$ cat src/rtl/lc3b_pkg.sv
// Package for the LC-3b instruction executor: field widths, opcodes, item kinds,
// and the command/status structs between the controller and the datapath.
// No dependencies.
package lc3b_pkg;

   localparam int MemWordsDefault = 32768;
   localparam int RegCountDefault = 8;

   localparam logic [1:0] KIND_LOAD = 2'd0;
   localparam logic [1:0] KIND_SETPC = 2'd1;
   localparam logic [1:0] KIND_EXEC = 2'd2;

   localparam logic [3:0] OP_BR   = 4'd0;
   localparam logic [3:0] OP_ADD  = 4'd1;
   localparam logic [3:0] OP_LDB  = 4'd2;
   localparam logic [3:0] OP_STB  = 4'd3;
   localparam logic [3:0] OP_JSR  = 4'd4;
   localparam logic [3:0] OP_AND  = 4'd5;
   localparam logic [3:0] OP_LDW  = 4'd6;
   localparam logic [3:0] OP_STW  = 4'd7;
   localparam logic [3:0] OP_XOR  = 4'd9;
   localparam logic [3:0] OP_JMP  = 4'd12;
   localparam logic [3:0] OP_SHF  = 4'd13;
   localparam logic [3:0] OP_LEA  = 4'd14;
   localparam logic [3:0] OP_TRAP = 4'd15;

   localparam logic [2:0] CC_RESET = 3'b010;

   typedef struct packed {
      logic        halted;
      logic [15:0] pc_after;
      logic [3:0]  opcode_done;
      logic        reg_written;
      logic [2:0]  reg_index;
      logic [15:0] reg_value;
      logic [2:0]  cond_nzp;
      logic        store_done;
      logic [15:0] store_address;
      logic [15:0] store_value;
   } result_type;

   // Commands from the controller to the datapath.
   typedef struct packed {
      logic clear_step;   // write zero to the clear pointer's word
      logic load_word;    // write a load item's word
      logic set_pc;
      logic halt_result;  // build a halted/no-op result for the current item
      logic fetch;        // read the instruction word at PC
      logic decode;       // latch instruction, read registers
      logic mem_read;     // read the data word (or trap vector)
      logic commit;       // write back, form the result
   } cmd_type;

   typedef struct packed {
      logic clear_done;
      logic pc_zero;
   } status_type;

endpackage

$ cat src/rtl/lc3b_ctrl.sv
// Controller state machine of the LC-3b executor: clearing pass, handshake and
// the fetch/decode/commit sequence. Depends on lc3b_pkg.
module lc3b_ctrl (
   input  logic                 clock,
   input  logic                 reset,
   input  logic                 req_tvalid,
   output logic                 req_tready,
   input  logic [1:0]           req_kind,
   output logic                 rsp_tvalid,
   input  logic                 rsp_tready,
   input  lc3b_pkg::status_type status,
   output lc3b_pkg::cmd_type    cmd
);
   import lc3b_pkg::*;

   localparam logic [2:0] ST_CLEAR  = 3'd0;
   localparam logic [2:0] ST_IDLE   = 3'd1;
   localparam logic [2:0] ST_FETCH  = 3'd2;
   localparam logic [2:0] ST_DECODE = 3'd3;
   localparam logic [2:0] ST_COMMIT = 3'd4;

   logic [2:0] state_ff, state_in;
   logic       valid_ff, valid_in;
   logic       accept;

   assign req_tready = (state_ff == ST_IDLE) && !valid_ff;
   assign accept     = req_tvalid && req_tready;
   assign rsp_tvalid = valid_ff;

   always_comb begin
      state_in = state_ff;
      valid_in = valid_ff && !rsp_tready;
      cmd = '0;
      unique case (state_ff)
         ST_CLEAR: begin
            cmd.clear_step = 1'b1;
            if (status.clear_done) state_in = ST_IDLE;
         end
         ST_IDLE: begin
            if (accept) begin
               if (req_kind == KIND_EXEC && !status.pc_zero) begin
                  cmd.fetch = 1'b1;
                  state_in  = ST_FETCH;
               end else begin
                  cmd.load_word   = (req_kind == KIND_LOAD);
                  cmd.set_pc      = (req_kind == KIND_SETPC);
                  cmd.halt_result = 1'b1;
                  valid_in        = 1'b1;
               end
            end
         end
         ST_FETCH: begin
            cmd.decode = 1'b1;
            state_in   = ST_DECODE;
         end
         ST_DECODE: begin
            // The data word (or trap vector) is registered at the end of this cycle.
            cmd.mem_read = 1'b1;
            state_in     = ST_COMMIT;
         end
         ST_COMMIT: begin
            cmd.commit = 1'b1;
            valid_in   = 1'b1;
            state_in   = ST_IDLE;
         end
         default: state_in = ST_CLEAR;
      endcase
   end

   always_ff @(posedge clock) begin
      if (reset) begin
         state_ff <= ST_CLEAR;
         valid_ff <= 1'b0;
      end else begin
         state_ff <= state_in;
         valid_ff <= valid_in;
      end
   end

   a_no_accept_busy: assert property (@(posedge clock) disable iff (reset)
      valid_ff |-> !req_tready) else $error("item accepted while a result waits");
   a_commit_after_decode: assert property (@(posedge clock) disable iff (reset)
      state_ff == ST_COMMIT |-> $past(state_ff) == ST_DECODE)
      else $error("commit without decode phase");
   a_fetch_after_idle: assert property (@(posedge clock) disable iff (reset)
      state_ff == ST_FETCH |-> $past(accept))
      else $error("fetch without accepted item");
endmodule

$ cat config.mk
export PLATFORM = sky130hd
export DESIGN_NAME = lc3b_ctrl
export DESIGN_NICKNAME = d
export VERILOG_FILES = /design/src/rtl/lc3b_pkg.sv /design/src/rtl/lc3b_ctrl.sv
export SDC_FILE = /design/constraint.sdc
export NUM_CORES = 1
export LEC_CHECK = 0
export BUFFER_PORTS_ARGS = -buffer_cell sky130_fd_sc_hd__buf_2
export CORE_AREA = 3 3 40 42
export DETAILED_ROUTE_END_ITERATION = 16
export DIE_AREA = 0 0 43 45
export PLACE_DENSITY_LB_ADDON = 0.15
export SLEW_MARGIN = 20
export SYNTH_ARGS = -nofsm -noshare
export SYNTH_HDL_FRONTEND = slang
export SYNTH_SLANG_ARGS = --single-unit
$ cat constraint.sdc
create_clock -name clock -period 1.1 [get_ports clock]
set_input_delay 0.22 -clock clock [delete_from_list [all_inputs] [get_ports clock]]
set_output_delay 0.22 -clock clock [all_outputs]
set_load 0.03 [all_outputs]
==> metrics.txt, run 1 <==
status=finished, violations left; violated checks=negative setup slack; Finished Layout Cells=82; port buffer count=17; worst r2r src=state_ff[2]; Final Max Slew Viols=0; r2r setup slk=-170 ps; Area contributors post-synth=dfxtp_1, nor3b_1, nor4b_4; hold-fix buffers at CTS=0; die area=1935 um^2; fraction of registers with async set/reset=0%; DRC errors left=0; Total Routed Length=881 um; effective utilization at floorplan=21.23%; CP Capture Type=output port; Reg area=87.58 um^2; setup ws final=-489.2 ps; Setup Skew=6.122 ps; CORE AREA=1285 um^2; Hold Crit Depth=2; initial antenna violation count=0; Total GRT Usage=10.23%; hold path start=reset; P&R area growth vs syn=149.5%; Die W=43 um; Synth Register Bits=4; Post-Route Setup TNS=-3363 ps; CTS tree=built; Peak VDD IR=0.0004764 V; Final setup viols=12; Post-DP Area=490.5 um^2; final hold violations=0; initial DRC count=2; synthesized area=272.8 um^2; Worst-Margin Slew=317.9 ps; post-layout min period=1589 ps; Placed Cells incl. Taps=74; Sinks on Clock Net=4; Ys Warns=0; HPWL after DPL=675.8 um; unrepaired setup endpoints after global routing=yes; # IOs=18; Cells after Synth=33; Clock Tree Root=clkbuf_4; syn_area_per_cell=8.266 um^2; P per Cell Area=799.2 nW/um^2; first-pass GRT wire length=1.435 mm; Rows=13; ant diodes=0; Critical Path RT=880 ps; Placer Congestion=0.7203; r2r endpoint=state_ff[1]; Pre-Repair DR Iteration Count=3; CTS Buffer Depth=2; Skew-Pair Late Insertion Delay=230 ps; multi-input logic area=259.0 um^2; crit path kind=flip-flop to output port; Post-synth EDFFs=0; CTS H-tree depth=1; Main synth FF type=dfxtp_1; final layout net count=76; arrival time at the worst endpoint=1370 ps; Clock transition at path regs=40 ps; period utilization=144.5%; die span in y=45 um; number of library cell types mapped by synthesis=18; pin count of the biggest net entering global routing=9; fmax=629.2 MHz; synth cell count leaders=a21oi_1, dfxtp_1, nor3b_1; number of antenna-violating nets in the routed design=0; layout filler cell count=122; routed len/inst=10.74 um; Synthesized Nets=41; TritonCTS Buffers=3; gr ovfl total=0; via count=375; vias per std cell=4.573; layout cells sized above 1=83.58%; sequential fraction of the synthesis area=29.36%; Pleak=0.3013 nW; Synth top area share=29.36%; Tot Pwr=0.0005440 W; Max-Cap Viols=0; relative slew slack=78.76%; final instance area=680.7 um^2; Hold Crit Class=input port to flip-flop; crit path launch type=flip-flop; R2R cell count=5; vias in the first global route=339; dpl ws=-283.4 ps; maximum fanout along the worst path=3; leading area contributor after synthesis=dfxtp_1; hold endpoint=rsp_tvalid
timing repair:
item | 4_1_cts | 5_1_grt
gates resized for setup | 29 | 10
pin swaps | 6 | 5
cloned | 0 | 0
hold endpoints to repair | 0 | 0
setup buffers | 3 | 4
endpoints found under the setup margin | 13 | 12
cell type report:
| cell class | count | share of cell area (%) |
|---|---|---|
| multi-input combinational | 24 | 38.05 |
| timing repair buffer | 32 | 40.44 |
| inverter | 3 | 2.022 |
| tap | 15 | 2.757 |
| clock buffer | 4 | 3.860 |
| sequential | 4 | 12.87 |
where the power goes:
part | total, W | switching, W | internal, W
clock | 0.000193 | 0.0000571 | 0.000136
combinational | 0.000196 | 0.0000962 | 0.0000997
sequential | 0.000155 | 0.00000433 | 0.000151
routing by layer:
layer | wire length, um | part of all wire (%) | vias up | GRT usage (%)
met5 | 0 | 0 | - | 0
met4 | 0 | 0 | 0 | 5.422
met3 | 63 | 7.2 | 0 | 3.187
met2 | 446 | 51 | 14 | 16.17
met1 | 370 | 42 | 173 | 12.50
li1 | - | - | 188 | -
worst max-delay path, stage by stage, from the launching register on:
cell and delay [ps]:
dfxtp_2 330, nor4b_4 310, nand2_2 150, nor3b_4 200, buf_6 150
state kept, by name (all words and copies together), names as in the netlist:
name        flops
rsp_tvalid      1
state_ff        3
through the flow:
step / util [%] / hold slack (ps)
after floorplan: - / 279.4
after global placement: 38.17 / 449.8
after detailed placement: 38.17 / 435.2
after CTS: 48.98 / 185.7
after global routing: 52.97 / 179.5
final: 52.97 / 189.1
logic make-up (layout without fill, tap and decap cells):
kind of cell / Yosys count / in the layout / synth area share [%]
buffers and inverters: 5 / 39 / 10.09
AND/OR/NAND/NOR: 18 / 18 / 48.17
AO/OA/AOI/OAI: 6 / 6 / 12.38
flip-flops: 4 / 4 / 29.36
how the worst max path moves through the flow:
| stage | from | to | slack (ps) | cells past startpoint |
|---|---|---|---|---|
| 6_report | state_ff[2] | cmd[5] | -490 | 4 |
| 5_1_grt | state_ff[2] | cmd[5] | -590 | 4 |
| 4_1_cts | state_ff[2] | cmd[5] | -500 | 4 |
| 3_5_place_dp | state_ff[2] | cmd[5] | -280 | 4 |
| 3_3_place_gp | req_kind[0] | cmd[4] | -270 | 5 |
| 2_1_floorplan | rsp_tvalid | cmd[5] | -640 | 3 |
cells in the final DEF (no fill, tap or decap):
master / netlist / routed
nand3_2: 0 / 1
nor2b_1: 1 / 1
a21oi_1: 4 / 2
o21ai_0: 1 / 1
nor3b_1: 4 / 1
nand2_1: 1 / 1
nor2_2: 0 / 1
a32oi_1: 1 / 1
clkbuf_4: 0 / 3
buf_6: 1 / 14
nand3_4: 0 / 1
inv_2: 0 / 1
a21oi_2: 0 / 2
inv_4: 0 / 1
dfxtp_4: 0 / 1
nor3_4: 0 / 2
inv_1: 3 / 1
buf_2: 1 / 7
nand2_2: 1 / 1
buf_4: 0 / 11
nor2_1: 2 / 1
nor3_1: 3 / 1
nor4b_4: 1 / 1
dfxtp_2: 0 / 3
nor3b_4: 0 / 4
or4_4: 0 / 1
or3b_2: 1 / 1
clkbuf_1: 0 / 1
Power figures use the tool's default switching activity.
==> inputs of run 2 (changes only) <==
- RECOVER_POWER: default -> 100
==> run 2 against run 1 <==
  * The run still ends with negative setup slack left
  * Global-route usage unchanged
  * Clock skew about the same
  * Critical path depth is the same
  * Combinational power barely moved
  * Worst hold slack improved by 2.0 ps
==> metrics.txt, run 2 (same netlist as run 1, synthesis figures left out) <==
final layout net count=76 (unchanged); P&R area growth vs syn=147.2% (was 149.5%); relative slew slack=78.74% (was 78.76%); Setup Skew=6.091 ps (was 6.122 ps); Critical Path RT=880 ps (about the same); CP cell instances=nor4b_4 > nand2_2 > nor3b_4 > buf_6 (unchanged); Clock transition at path regs=40 ps (about the same); Skew-Pair Late Insertion Delay=230 ps (about the same); Peak VDD IR=0.0004766 V (was 0.0004764 V); setup ws final=-490.4 ps (was -489.2 ps); vias per std cell=4.573 (unchanged); die area=1935 um^2 (unchanged); final hold violations=0 (unchanged); crit path launch type=flip-flop (unchanged); commonest non-fill, non-tap cells in the layout=buf_6, buf_4, buf_2 (unchanged); HPWL after DPL=675.8 um (unchanged); ant diodes=0 (unchanged); Pleak=0.3020 nW (was 0.3013 nW); number of antenna-violating nets in the routed design=0 (unchanged); Worst-Margin Slew=318.2 ps (was 317.9 ps); crit path max-delay cell type=dfxtp_2 (unchanged); maximum fanout along the worst path=3 (unchanged); vias in the first global route=339 (unchanged); routed len/inst=10.68 um (was 10.74 um); first-pass GRT wire length=1.435 mm (unchanged); effective utilization at floorplan=21.23% (unchanged); P per Cell Area=807.1 nW/um^2 (was 799.2 nW/um^2); CP peak stage delay=330 ps (about the same); via count=375 (unchanged); unrepaired setup endpoints after global routing=yes (unchanged); Sinks on Clock Net=4 (unchanged); pin count of the biggest net entering global routing=9 (unchanged); CTS H-tree depth=1 (unchanged); Clock Tree Root=clkbuf_4 (unchanged); commonest non-fill, non-tap cell in the layout=buf_6 (unchanged); period utilization=144.6% (was 144.5%); R2R cell count=5 (unchanged); arrival time at the worst endpoint=1370 ps (about the same); TritonCTS Buffers=3 (unchanged); Final Max Slew Viols=0 (unchanged); Hold Crit Class=input port to flip-flop (unchanged); Finished Layout Cells=82 (unchanged); hold-fix buffers at CTS=0 (unchanged); met1 GRT Util=12.50% (unchanged); crit path kind=flip-flop to output port (unchanged); layout cells sized above 1=83.58% (unchanged); Largest Register=state_ff (unchanged); Hold Crit Depth=2 (unchanged); Final setup viols=12 (unchanged); gr ovfl total=0 (unchanged); CP Capture Type=output port (unchanged); Placed Cells incl. Taps=74 (unchanged); Total Routed Length=876 um (was 881 um); routing usage on met3=3.187% (unchanged); violated checks=negative setup slack (unchanged); CTS tree=built (unchanged); DRC errors left=0 (unchanged); status=finished, violations left (unchanged); fmax=628.8 MHz (was 629.2 MHz); Placer Congestion=0.7203 (unchanged); CORE AREA=1285 um^2 (unchanged); Most Crowded Layer GR=met2 (unchanged); Total GRT Usage=10.23% (unchanged); die span in y=45 um (unchanged); # IOs=18 (unchanged); initial DRC count=2 (unchanged); Pre-Repair DR Iteration Count=2 (was 3); port buffer count=17 (unchanged); met2 Track Usage GR=16.17% (unchanged); Max-Cap Viols=0 (unchanged); Post-Route Setup TNS=-3353 ps (was -3363 ps); number of flip-flops in the largest register=3 (unchanged); Die W=43 um (unchanged); CTS Buffer Depth=2 (unchanged); initial antenna violation count=0 (unchanged); Rows=13 (unchanged); post-layout min period=1590 ps (was 1589 ps)
[run 2: cell counts in the layout (fill, tap and decap cells not counted)]
No cell type changed its count.
[run 2: area by class of cell]
cell class / instances / area (um^2)
clock buffer: 4 / 26.28
tap: 15 / 18.77
inverter: 3 / 13.76
sequential: 4 / 87.58
multi-input combinational: 24 / 252.7
timing repair buffer: 32 / 275.3
fill: 123 / 610.6
[run 2: per-stage QoR]
| step | total power, W | worst slack (ps) | hold slack [ps] | instance area (um^2) | util (%) |
|---|---|---|---|---|---|
| after floorplan | 0.0002373 | -644.3 | 279.4 | 326.6 | - |
| after global placement | 0.0002978 | -269.1 | 449.8 | 490.5 | 38.17 |
| after detailed placement | 0.0002984 | -283.4 | 435.2 | 490.5 | 38.17 |
| after CTS | 0.0005305 | -499.8 | 185.7 | 629.4 | 48.98 |
| after global routing | 0.0005852 | -588.1 | 179.5 | 674.4 | 52.48 |
| final | 0.0005443 | -490.4 | 191.2 | 674.4 | 52.48 |
[run 2: power by group]
group / switching, W / leakage (nW) / internal [W]
Clock: 0.0000586 / 0.0150 / 0.000136
Combinational: 0.0000952 / 0.252 / 0.0000993
Sequential: 0.00000433 / 0.0346 / 0.000151
[run 2: path summary, 6_finish.rpt]
kind,to,from,slack (ps)
max reg2reg,state_ff[1],state_ff[2],-170
min,rsp_tvalid,reset,190
min reg2reg,state_ff[1],state_ff[2],650
max,cmd[5],state_ff[2],-490
[run 2: worst max-delay path: cells and delay by family, from the launching register on]
family | cells | cell delay (ps)
buf+inv | 1 | 150
simple gates | 3 | 660
flops | 1 | 330
[run 2: per-layer routing]
metal | part of all wire, % | vias to the layer above
met3 | 7.2 | 0
met4 | 0 | 0
met2 | 52 | 14
li1 | - | 187
met5 | 0 | -
met1 | 41 | 174
[run 2: repair_timing]
item / 4_1_cts / 5_1_grt
resized for setup: 29 / 10
endpoints found under the setup margin: 13 / 12
pin swaps: 6 / 5
setup buffers: 3 / 4
